===== config.mk =====
export PLATFORM = sky130hd
export DESIGN_NAME = piecewise_linear_calibrator
export DESIGN_NICKNAME = d
export VERILOG_FILES = /design/src/rtl/plc_pkg.sv /design/src/rtl/plc_front.sv /design/src/rtl/plc_div.sv /design/src/rtl/plc_out.sv /design/src/rtl/piecewise_linear_calibrator.sv
export VERILOG_INCLUDE_DIRS = /design/src /design/src/rtl
export SDC_FILE = /design/constraint.sdc
export NUM_CORES = 2
export LEC_CHECK = 0
export BUFFER_PORTS_ARGS = -buffer_cell sky130_fd_sc_hd__buf_2
export CORE_ASPECT_RATIO = 1.5
export CORE_UTILIZATION = 55
export CTS_CLUSTER_DIAMETER = 150
export DETAILED_ROUTE_END_ITERATION = 10
export HOLD_SLACK_MARGIN = 0.1
export MAX_ROUTING_LAYER = met4
export PLACE_DENSITY_LB_ADDON = 0.2
export SETUP_SLACK_MARGIN = 0.5
export SLEW_MARGIN = 10
export SYNTH_ARGS = -nofsm -noshare
export SYNTH_HDL_FRONTEND = slang
export SYNTH_SLANG_ARGS = --single-unit

===== constraint.sdc =====
create_clock -name clock -period 7.59 [get_ports clock]
set_input_delay 0.3795 -clock clock [delete_from_list [all_inputs] [get_ports clock]]
set_output_delay 0.3795 -clock clock [all_outputs]
set_load 0.02 [all_outputs]

===== src/rtl/assert_macros.svh =====
// Assertion macros shared by the calibrator RTL.
// Expects signals named clock and reset in the including scope.
`ifndef ASSERT_MACROS_SVH
`define ASSERT_MACROS_SVH

// Property checked every clock outside reset.
`define PLC_ASSERT(label, prop, msg) \
   label: assert property (@(posedge clock) disable iff (reset) (prop)) else $error(msg);

// Same-cycle implication checked outside reset.
`define PLC_ASSERT_IMP(label, ante, cons, msg) \
   label: assert property (@(posedge clock) disable iff (reset) (ante) |-> (cons)) else $error(msg);

`endif


===== src/rtl/plc_pkg.sv =====
// Package for the piecewise linear calibrator: sizes, pipeline depths, stage types.
// No dependencies.
package plc_pkg;

   localparam int Points          = 7;
   localparam int KnotRegs        = 7;
   localparam int IdxW            = $clog2(KnotRegs);
   localparam int SampleW         = 16;
   localparam int KnotW           = 32;
   localparam int MagW            = 16;
   localparam int ProdW           = 2 * MagW;
   localparam int ResW            = 32;
   localparam int SumW            = ProdW + 2;
   localparam int DivBitsPerStage = 2;
   localparam int DivStages       = ProdW / DivBitsPerStage;
   localparam int Latency         = 3 + DivStages + 1;

   typedef struct packed {
      logic               flat;
      logic               neg;
      logic [MagW-1:0]    y1;
   } side_type;

   typedef struct packed {
      logic [ProdW-1:0]   dividend;
      logic [MagW-1:0]    divisor;
      side_type           side;
   } div_in_type;

   typedef struct packed {
      logic [ProdW-1:0]   quotient;
      side_type           side;
   } div_out_type;

endpackage


===== src/rtl/plc_front.sv =====
// Front end: segment search, differences and magnitudes, product (three stages).
// Depends on plc_pkg.
module plc_front
   import plc_pkg::*;
(
   input  logic               clock,
   input  logic               reset,
   input  logic               in_valid,
   input  logic [SampleW-1:0] sample,
   input  logic [KnotW-1:0]   knots [KnotRegs],
   output logic               out_valid,
   output div_in_type         out_data
);

   function automatic logic [MagW-1:0] mag17(logic [MagW:0] v);
      logic [MagW:0] t;
      t = v[MagW] ? ((MagW+1)'(0) - v) : v;
      return t[MagW-1:0];
   endfunction

   // stage A: segment search
   logic [IdxW-1:0]    j_in;
   logic               stop;
   logic               a_vld_ff;
   logic [SampleW-1:0] a_x_ff;
   logic [KnotW-1:0]   a_lo_ff, a_hi_ff;

   always_comb begin
      j_in = '0;
      stop = 1'b0;
      for (int k = 0; k < Points - 1; k++) begin
         if (!stop && (sample > knots[k][15:0]) && (knots[k+1][15:0] != '0)) begin
            j_in = IdxW'(k + 1);
         end else begin
            stop = 1'b1;
         end
      end
      if (j_in == '0) begin
         j_in = IdxW'(1);
      end
   end

   // stage B: differences
   logic [MagW:0]     dy, dx, den;
   logic              b_vld_ff, b_neg_ff, b_flat_ff;
   logic [MagW-1:0]   b_mdy_ff, b_mdx_ff, b_mden_ff, b_y1_ff;

   always_comb begin
      dy  = {a_hi_ff[31], a_hi_ff[31:16]} - {a_lo_ff[31], a_lo_ff[31:16]};
      dx  = {1'b0, a_x_ff} - {1'b0, a_lo_ff[15:0]};
      den = {1'b0, a_hi_ff[15:0]} - {1'b0, a_lo_ff[15:0]};
   end

   // stage C: product
   logic       c_vld_ff;
   div_in_type c_data_ff;

   always_ff @(posedge clock) begin
      if (reset) begin
         a_vld_ff <= 1'b0;
         b_vld_ff <= 1'b0;
         c_vld_ff <= 1'b0;
      end else begin
         a_vld_ff <= in_valid;
         b_vld_ff <= a_vld_ff;
         c_vld_ff <= b_vld_ff;
      end
   end

   always_ff @(posedge clock) begin
      a_x_ff    <= sample;
      a_lo_ff   <= knots[j_in - IdxW'(1)];
      a_hi_ff   <= knots[j_in];
      b_mdy_ff  <= mag17(dy);
      b_mdx_ff  <= mag17(dx);
      b_mden_ff <= mag17(den);
      b_neg_ff  <= dy[MagW] ^ dx[MagW] ^ den[MagW];
      b_flat_ff <= (den == '0);
      b_y1_ff   <= a_lo_ff[31:16];
      c_data_ff.dividend  <= ProdW'(b_mdy_ff) * ProdW'(b_mdx_ff);
      c_data_ff.divisor   <= b_mden_ff;
      c_data_ff.side.flat <= b_flat_ff;
      c_data_ff.side.neg  <= b_neg_ff;
      c_data_ff.side.y1   <= b_y1_ff;
   end

   assign out_valid = c_vld_ff;
   assign out_data  = c_data_ff;

endmodule


===== src/rtl/plc_div.sv =====
// Pipelined unsigned restoring divider, DivBitsPerStage quotient bits per stage.
// Depends on plc_pkg and assert_macros.svh.
`include "assert_macros.svh"

module plc_div
   import plc_pkg::*;
(
   input  logic        clock,
   input  logic        reset,
   input  logic        in_valid,
   input  div_in_type  in_data,
   output logic        out_valid,
   output div_out_type out_data
);

   typedef struct packed {
      logic [MagW-1:0]  rem;
      logic [ProdW-1:0] work;
   } div_state_type;

   function automatic div_state_type div_step(div_state_type st, logic [MagW-1:0] dvs);
      div_state_type r;
      logic [MagW:0] trial;
      r = st;
      for (int b = 0; b < DivBitsPerStage; b++) begin
         trial = {r.rem, r.work[ProdW-1]};
         if (trial >= {1'b0, dvs}) begin
            trial  = trial - {1'b0, dvs};
            r.rem  = trial[MagW-1:0];
            r.work = {r.work[ProdW-2:0], 1'b1};
         end else begin
            r.rem  = trial[MagW-1:0];
            r.work = {r.work[ProdW-2:0], 1'b0};
         end
      end
      return r;
   endfunction

   logic          vld_ff  [DivStages];
   div_state_type st_ff   [DivStages];
   logic [MagW-1:0] dvs_ff [DivStages];
   side_type      side_ff [DivStages];
   div_state_type st_in   [DivStages];

   always_comb begin
      st_in[0] = div_step('{rem: '0, work: in_data.dividend}, in_data.divisor);
      for (int s = 1; s < DivStages; s++) begin
         st_in[s] = div_step(st_ff[s-1], dvs_ff[s-1]);
      end
   end

   always_ff @(posedge clock) begin
      if (reset) begin
         for (int s = 0; s < DivStages; s++) begin
            vld_ff[s] <= 1'b0;
         end
      end else begin
         vld_ff[0] <= in_valid;
         for (int s = 1; s < DivStages; s++) begin
            vld_ff[s] <= vld_ff[s-1];
         end
      end
   end

   always_ff @(posedge clock) begin
      st_ff[0]   <= st_in[0];
      dvs_ff[0]  <= in_data.divisor;
      side_ff[0] <= in_data.side;
      for (int s = 1; s < DivStages; s++) begin
         st_ff[s]   <= st_in[s];
         dvs_ff[s]  <= dvs_ff[s-1];
         side_ff[s] <= side_ff[s-1];
      end
   end

   assign out_valid         = vld_ff[DivStages-1];
   assign out_data.quotient = st_ff[DivStages-1].work;
   assign out_data.side     = side_ff[DivStages-1];

   `PLC_ASSERT_IMP(a_rem_below_divisor,
      vld_ff[DivStages-1] && (dvs_ff[DivStages-1] != '0),
      st_ff[DivStages-1].rem < dvs_ff[DivStages-1], "divider remainder not below divisor")

endmodule


===== src/rtl/plc_out.sv =====
// Output stage: sign, offset by the segment start value, saturation, flat-segment zeroing, result register.
// Depends on plc_pkg and assert_macros.svh.
`include "assert_macros.svh"

module plc_out
   import plc_pkg::*;
(
   input  logic             clock,
   input  logic             reset,
   input  logic             in_valid,
   input  div_out_type      in_data,
   output logic             rsp_valid,
   output logic [ResW-1:0]  rsp_converted,
   output logic             rsp_clipped,
   output logic             rsp_flat_segment
);

   logic [SumW-1:0] q_s, sum;
   logic [ResW-1:0] conv_in;
   logic            clip_in, ovf;

   always_comb begin
      q_s = in_data.side.neg ? (SumW'(0) - {2'b00, in_data.quotient})
                             : {2'b00, in_data.quotient};
      sum = q_s + {{(SumW-MagW){in_data.side.y1[MagW-1]}}, in_data.side.y1};
      ovf = !((sum[SumW-1:ResW-1] == '0) || (sum[SumW-1:ResW-1] == '1));
      if (in_data.side.flat) begin
         conv_in = '0;
         clip_in = 1'b0;
      end else if (ovf) begin
         conv_in = sum[SumW-1] ? {1'b1, {(ResW-1){1'b0}}} : {1'b0, {(ResW-1){1'b1}}};
         clip_in = 1'b1;
      end else begin
         conv_in = sum[ResW-1:0];
         clip_in = 1'b0;
      end
   end

   logic            vld_ff, clip_ff, flat_ff;
   logic [ResW-1:0] conv_ff;

   always_ff @(posedge clock) begin
      if (reset) begin
         vld_ff <= 1'b0;
      end else begin
         vld_ff <= in_valid;
      end
   end

   always_ff @(posedge clock) begin
      conv_ff <= conv_in;
      clip_ff <= clip_in;
      flat_ff <= in_data.side.flat;
   end

   assign rsp_valid        = vld_ff;
   assign rsp_converted    = conv_ff;
   assign rsp_clipped      = clip_ff;
   assign rsp_flat_segment = flat_ff;

   `PLC_ASSERT(a_clip_flat_excl, !(vld_ff && clip_ff && flat_ff),
      "clipped and flat segment both set")
   `PLC_ASSERT_IMP(a_flat_zero, vld_ff && flat_ff, conv_ff == '0,
      "flat segment result not zero")

endmodule


===== src/rtl/piecewise_linear_calibrator.sv =====
// A result strobes on rsp_valid once its accepted item has passed the front end, divider and output registers.
// Throughput: one item per cycle while reset is low; the 16-stage divider pipeline sets the depth, not the rate.
// busy is high only during reset; csr writes are taken whenever reset is low.
// Synchronous active-high reset clears the knot table and all pipeline valid bits.
// Top level: knot registers, front end, divider and output stage. Depends on plc_pkg and assert_macros.svh.
`include "assert_macros.svh"

module piecewise_linear_calibrator
   import plc_pkg::*;
(
   input  logic               clock,
   input  logic               reset,
   input  logic               start,
   output logic               busy,
   input  logic [SampleW-1:0] req_sample,
   output logic               rsp_valid,
   output logic [ResW-1:0]    rsp_converted,
   output logic               rsp_clipped,
   output logic               rsp_flat_segment,
   input  logic               csr_valid,
   output logic               csr_ready,
   input  logic [IdxW-1:0]    csr_index,
   input  logic [KnotW-1:0]   csr_wdata
);

   logic [KnotW-1:0] knot_ff [KnotRegs];

   assign busy      = reset;
   assign csr_ready = !reset;

   always_ff @(posedge clock) begin
      if (reset) begin
         for (int i = 0; i < KnotRegs; i++) begin
            knot_ff[i] <= '0;
         end
      end else if (csr_valid && csr_ready && (csr_index < IdxW'(KnotRegs))) begin
         knot_ff[csr_index] <= csr_wdata;
      end
   end

   logic        front_vld, div_vld;
   div_in_type  front_data;
   div_out_type div_data;

   plc_front u_front (
      .clock     (clock),
      .reset     (reset),
      .in_valid  (start && !busy),
      .sample    (req_sample),
      .knots     (knot_ff),
      .out_valid (front_vld),
      .out_data  (front_data)
   );

   plc_div u_div (
      .clock     (clock),
      .reset     (reset),
      .in_valid  (front_vld),
      .in_data   (front_data),
      .out_valid (div_vld),
      .out_data  (div_data)
   );

   plc_out u_out (
      .clock            (clock),
      .reset            (reset),
      .in_valid         (div_vld),
      .in_data          (div_data),
      .rsp_valid        (rsp_valid),
      .rsp_converted    (rsp_converted),
      .rsp_clipped      (rsp_clipped),
      .rsp_flat_segment (rsp_flat_segment)
   );

   `PLC_ASSERT_IMP(a_rsp_has_item, rsp_valid, $past(start && !busy, Latency),
      "result without an item accepted Latency cycles earlier")

endmodule


### Yosys cells after proc, flatten, opt, wreduce, memory -nomap -nowiden

Memories as Yosys holds them, arrays and structs flattened. A register that Yosys moved wholly into a read port is not among the register bits.
Cells that the tools add are included.

| storage, ports and cells | value |
|---|---|
| bits in registers | 473 |
| RAM bits | 1328 |
| input bits | 55 |
| output and inout port bits | 37 |
| logic and storage cells | 247 |
| memories | 4 |

| operators by class | value |
|---|---|
| add/subtract/negate cells | 41 |
| multiply operators | 1 |
| magnitude comparators | 43 |
| eq/ne operators | 1 |
| muxes and demuxes | 79 |
| bitwise logic cells | 21 |
| reductions and logical operators | 30 |

Memory list:

| name | words | width | rd ports | clocked after memory_dff | write ports | line | RTL |
|---|---|---|---|---|---|---|---|
| u_div.st_ff | 16 | 48 | 16 | 0 | 16 | plc_div.sv:40 | `div_state_type st_ff [DivStages];` |
| u_div.side_ff | 16 | 18 | 16 | 0 | 16 | plc_div.sv:42 | `side_type side_ff [DivStages];` |
| u_div.dvs_ff | 16 | 16 | 15 | 0 | 16 | plc_div.sv:41 | `logic [MagW-1:0] dvs_ff [DivStages];` |
| u_div.vld_ff | 16 | 1 | 16 | 1 | 16 | plc_div.sv:39 | `logic vld_ff [DivStages];` |

Operator list:

| cell | number |
|---|---|
| 48-bit two-way mux | 32 |
| 17-bit by 16-bit >= comparator with 1-bit output | 31 |
| 16-bit subtractor | 31 |
| 224-bit bitwise mux | 1 |
| 32-bit two-way mux | 7 |
| 32-bit binary-select mux with 3-bit select | 2 |
| 32-bit demux with 3-bit select | 1 |
| 16-bit > comparator | 6 |
| 16-bit nonzero test | 6 |
| 16-bit by 16-bit subtractor with 17-bit output | 3 |
| 16-bit two-way mux | 3 |
| 1-bit by 16-bit subtractor with 16-bit output, first input constant | 3 |
| 34-bit adder | 1 |
| 34-bit two-way mux | 1 |
| 1-bit by 32-bit subtractor with 33-bit output, first input constant | 1 |
| 16-bit by 16-bit multiplier with 32-bit output | 1 |
| 1-bit two-way mux | 26 |
| 3-bit two-way mux | 6 |
| 17-bit zero test | 1 |
| 1-bit by 16-bit >= comparator with 1-bit output | 1 |
| 1-bit bitwise OR | 16 |
| 1-bit by 16-bit subtractor with 16-bit output | 1 |
| 1-bit logical AND | 15 |
| 4-bit >= comparator, second input constant | 3 |
| other kinds (9) | 17 |

### Longest topological paths before layout

| logic depth | value |
|---|---|
| depth in word-level cells | 28 |
| depth in mapped cells | 28 |
| gate-level depth less buffers | 25 |

### Hierarchy

Synthesis repeated with hierarchy kept, for this count alone.

| unflattened totals | value |
|---|---|
| cells, all modules | 9333 |
| area total of the unflattened synthesis | 89403.2 µm² |

By module, submodules not included:

| module | instances | cells an instance | area each (µm²) | seq. area each (µm²) |
|---|---|---|---|---|
| plc_div | 1 | 5371 | 55328.1 | 25944.9 |
| plc_front | 1 | 2486 | 21978.6 | 4304.1 |
| piecewise_linear_calibrator | 1 | 1033 | 8582.0 | 4484.3 |
| plc_out | 1 | 443 | 3514.6 | 700.7 |

### Worst setup path after synthesis

Ideal clock, no wire load.

| path | value |
|---|---|
| path kind | reg-to-reg |
| start | reg u_front.b_mdx_ff[9] |
| end | reg u_front.c_data_ff (netlist bit u_front.out_data[65]) |
| library setup time | 0.072 ns |
| arrival time | 6.526 ns |
| data required time | 7.518 ns |
| setup slack | 0.992 ns |
| stages on the path, launching flop included | 27 |
| path buffers | 2 |
| clock period less this slack | 6.598 ns |
| path through | dfxtp_1 > clkbuf_1 > nand2_1 > fa_1 > inv_1 > fa_1 > inv_1 > fa_1 > inv_1 > fa_1 > inv_1 > fa_1 > inv_1 > fa_1 > ha_1 > clkbuf_1 > a21oi_1 > o21ai_0 > a221oi_1 > a21bo_2 > a21oi_1 > o31ai_1 > a211o_1 > a41o_1 > a21o_1 > a21oi_1 > xnor2_1 |

| between the ends | value |
|---|---|
| longest elaborated chain between the ends | 1 |

RTL lines:

| what | line | RTL |
|---|---|---|
| start, declared | plc_front.sv:46 | `logic [MagW-1:0] b_mdy_ff, b_mdx_ff, b_mden_ff, b_y1_ff;` |
| start signal, assigned | plc_front.sv:75 | `b_mdx_ff <= mag17(dx);` |
| 16-bit by 16-bit multiplier with 32-bit output | plc_front.sv:80 | `c_data_ff.dividend <= ProdW'(b_mdy_ff) * ProdW'(b_mdx_ff);` |
| end, declared | plc_front.sv:56 | `div_in_type c_data_ff;` |

No other way between the ends.
A chain may end at the register's enable or synchronous reset.

### Final worst setup path

| path | value |
|---|---|
| start | reg u_front.b_mdy_ff[11] |
| end | reg u_front.c_data_ff (netlist bit u_front.out_data[65]) |

| between the ends | value |
|---|---|
| longest elaborated chain between the ends | 1 |

RTL lines:

| what | line | RTL |
|---|---|---|
| start, declared | plc_front.sv:46 |  |
| start signal, assigned | plc_front.sv:74 | `b_mdy_ff <= mag17(dy);` |
| 16-bit by 16-bit multiplier with 32-bit output | plc_front.sv:80 |  |

No other way between the ends.

==> run metrics <==
status=finished clean; maxcap violations=0; CTS Buf Count=161; critical path's most frequent cell=fa_1; asr flop ratio synth=0%; Iter 0 DRT Violations=2901; Synth area leader=dfxtp_1; peak per-stage delay on the critical path=0.53 ns; Vias per Instance=5.58; routability congestion estimate from global placement=0.986; Tmin final=6.80 ns; NumNets Final=10100; vias post-DR=62800; worst hold path class=input port to register; Syn Area/Cell=9.50 um2; largest net degree at the start of global routing=94; Die ar.=0.156 mm2; grt ovf=0; syn_nets=9979; Layout area overhead=10.9%; DP HPWL=163000 um; YS warnings=0; htree depth=4; setup TNS=0 ns; top post-synthesis cells by area=dfxtp_1, ha_1, fa_1; Core Footprint=0.153 mm2; clock sink count=1770; mapped cell area=0.0847 mm2; CTS tree=built; CP Cell Sequence=buf_4 > nand2_1 > fa_1 > inv_1 > fa_1 > inv_1 > fa_1 > fa_1 > inv_1 > fa_1 > fa_1 > ha_1 > and3_1 > a221oi_1 > a21bo_2 > a21oi_2 > buf_4 > o31ai_1 > a211o_1 > a41o_1 > a21o_1 > a21oi_1 > xnor2_1; Syn Inst Count=8913; gr usage total=27.9%; fmax=147 MHz; # port buffers=91; Routed Antenna Nets=0; cell with the most instances after synthesis=dfxtp_1; FP Rows=176; Worst setup EP type=register; Hold Vio Cnt, Final=0; first-pass iteration count of the detailed router=7; RSZ-0062 raised after global routing=no; final wirelength=212000 um; share of cells above drive strength 1=9.13%; Required @ worst endpoint=8.27 ns; Post-synth EDFFs=0; Yosys top cell area share=41.8%; routed length per instance=18.8 um; Slew Viols, Final=0; reg2reg setup slack=0.79 ns; CP max stage cell=fa_1; clock-pin slew on the worst setup and hold paths=0.07 ns; clk root buf=clkbuf_16; Commonest cells post-synth=dfxtp_1, nand2_1, inv_1; Initial Utilization=55.3%; clock skew=0.0538 ns; crit path DAT=7.49 ns; crit path max fanout=11; Die X=322 um; dominant synthesized flop cell=dfxtp_1; Yosys reg bits=1770; first-pass GRT wire length=331000 um; Final setup viols=0; number of global-route vias before repair=64100; initial antenna violation count=11; post-synth cell types=101; critical path class=register to register; clock tree buffer depth=3; part of the cycle the worst path needs=89.7%; Setup crit start kind=register; max_slew headroom=7.93%; worst slew pin tran=1.37 ns; I/O Pins=92; sequential fraction of the synthesis area=41.8%; die height=483 um; worst-skew pair later-pin latency=0.84 ns; Residual DRC=0
[sequential cells by signal (all words and copies together) (netlist names), 32 cells and up]
signal	count
u_out.rsp_converted	32
u_front.out_data	66
u_div.dvs_ff	240
u_div.side_ff	288
u_front.a_lo_ff	32
knot_ff	224
u_front.a_hi_ff	32
u_div.st_ff	752
[area by class of cell]
class	instances	area, um2
fill	13000	59100
multi-input combinational	6100	45400
sequential	1770	35500
clock buffer	196	4320
inverter	801	3010
tap	2047	2560
timing repair buffer	233	1720
clock inverter	103	1480
antenna	6	15.0
[stage by stage]
| step | instance area [um2] | utilization [%] | hold slack [ns] | std cells | worst slack [ns] |
|---|---|---|---|---|---|
| 2_1_floorplan | 84700 | - | 0.310 | 8913 | 0.992 |
| 3_3_place_gp | 87500 | 57.2 | 0.309 | 10900 | 0.487 |
| 3_5_place_dp | 87500 | 57.2 | 0.312 | 10900 | 0.455 |
| 4_1_cts | 93800 | 61.3 | 0.186 | 11200 | 0.505 |
| 5_1_grt | 93900 | 61.4 | 0.215 | 11300 | 0.506 |
| 6_report | 93900 | 61.4 | 0.244 | 11300 | 0.785 |
[layer usage]
layer  part of all wire, %  track usage (%)  up-vias
met2                    53             51.9     1551
met5                     0                -        -
li1                      -                -    30800
met1                    36             26.5    29800
met3                   3.7             3.32      750
met4                   7.5             19.3        0
[cells in the final DEF, fill, tap and decap left out, types with 180 or more instances in the layout]
cell / n
a21o_1: 180
ha_1: 783
o21ai_0: 398
nand2_1: 1015
inv_1: 796
mux2_2: 259
nor2_1: 446
fa_1: 228
a21oi_1: 722
dfxtp_1: 1756
xnor2_1: 353
[kinds of logic after synthesis]
family | share of synthesized area (%)
buffers and inverters | 4.72
muxes | 4.17
xor gates and xnor gates | 5.32
AOI/OAI and AO/OA | 14.2
adders and majority gates | 17.0
DFF | 41.8
and+or+nand+nor | 12.8
[what timing repair did]
action                                 4_1_cts  5_1_grt
setup buffers                                0        1
pin swaps                                    0        1
endpoints found under the hold margin      241        0
setup endpoints to repair                    1       45
gates resized for setup                      4       16
hold buffers                                51        0
[worst max-delay path: cells and delay by family (launching register included)]
kind            cells  cell delay, ns
compound gates      8            1.81
xor+xnor            1            0.09
fa+ha+maj           7            3.41
buf+inv             5            0.58
flops               1            0.45
simple gates        2            0.32
[path summary, 6_finish.rpt]
check | from | to | cells past startpoint
max | u_front.b_mdy_ff[11] | u_front.out_data[65] | 23
max reg2reg | u_front.b_mdy_ff[11] | u_front.out_data[65] | 23
min reg2reg | u_div.st_ff[0][146] | u_div.st_ff[0][196] | 0
min | req_sample[0] | u_front.a_x_ff[0] | 2
Power is not shown: default switching activity piles up to over one toggle a cycle in this logic, so the estimate is an artifact.
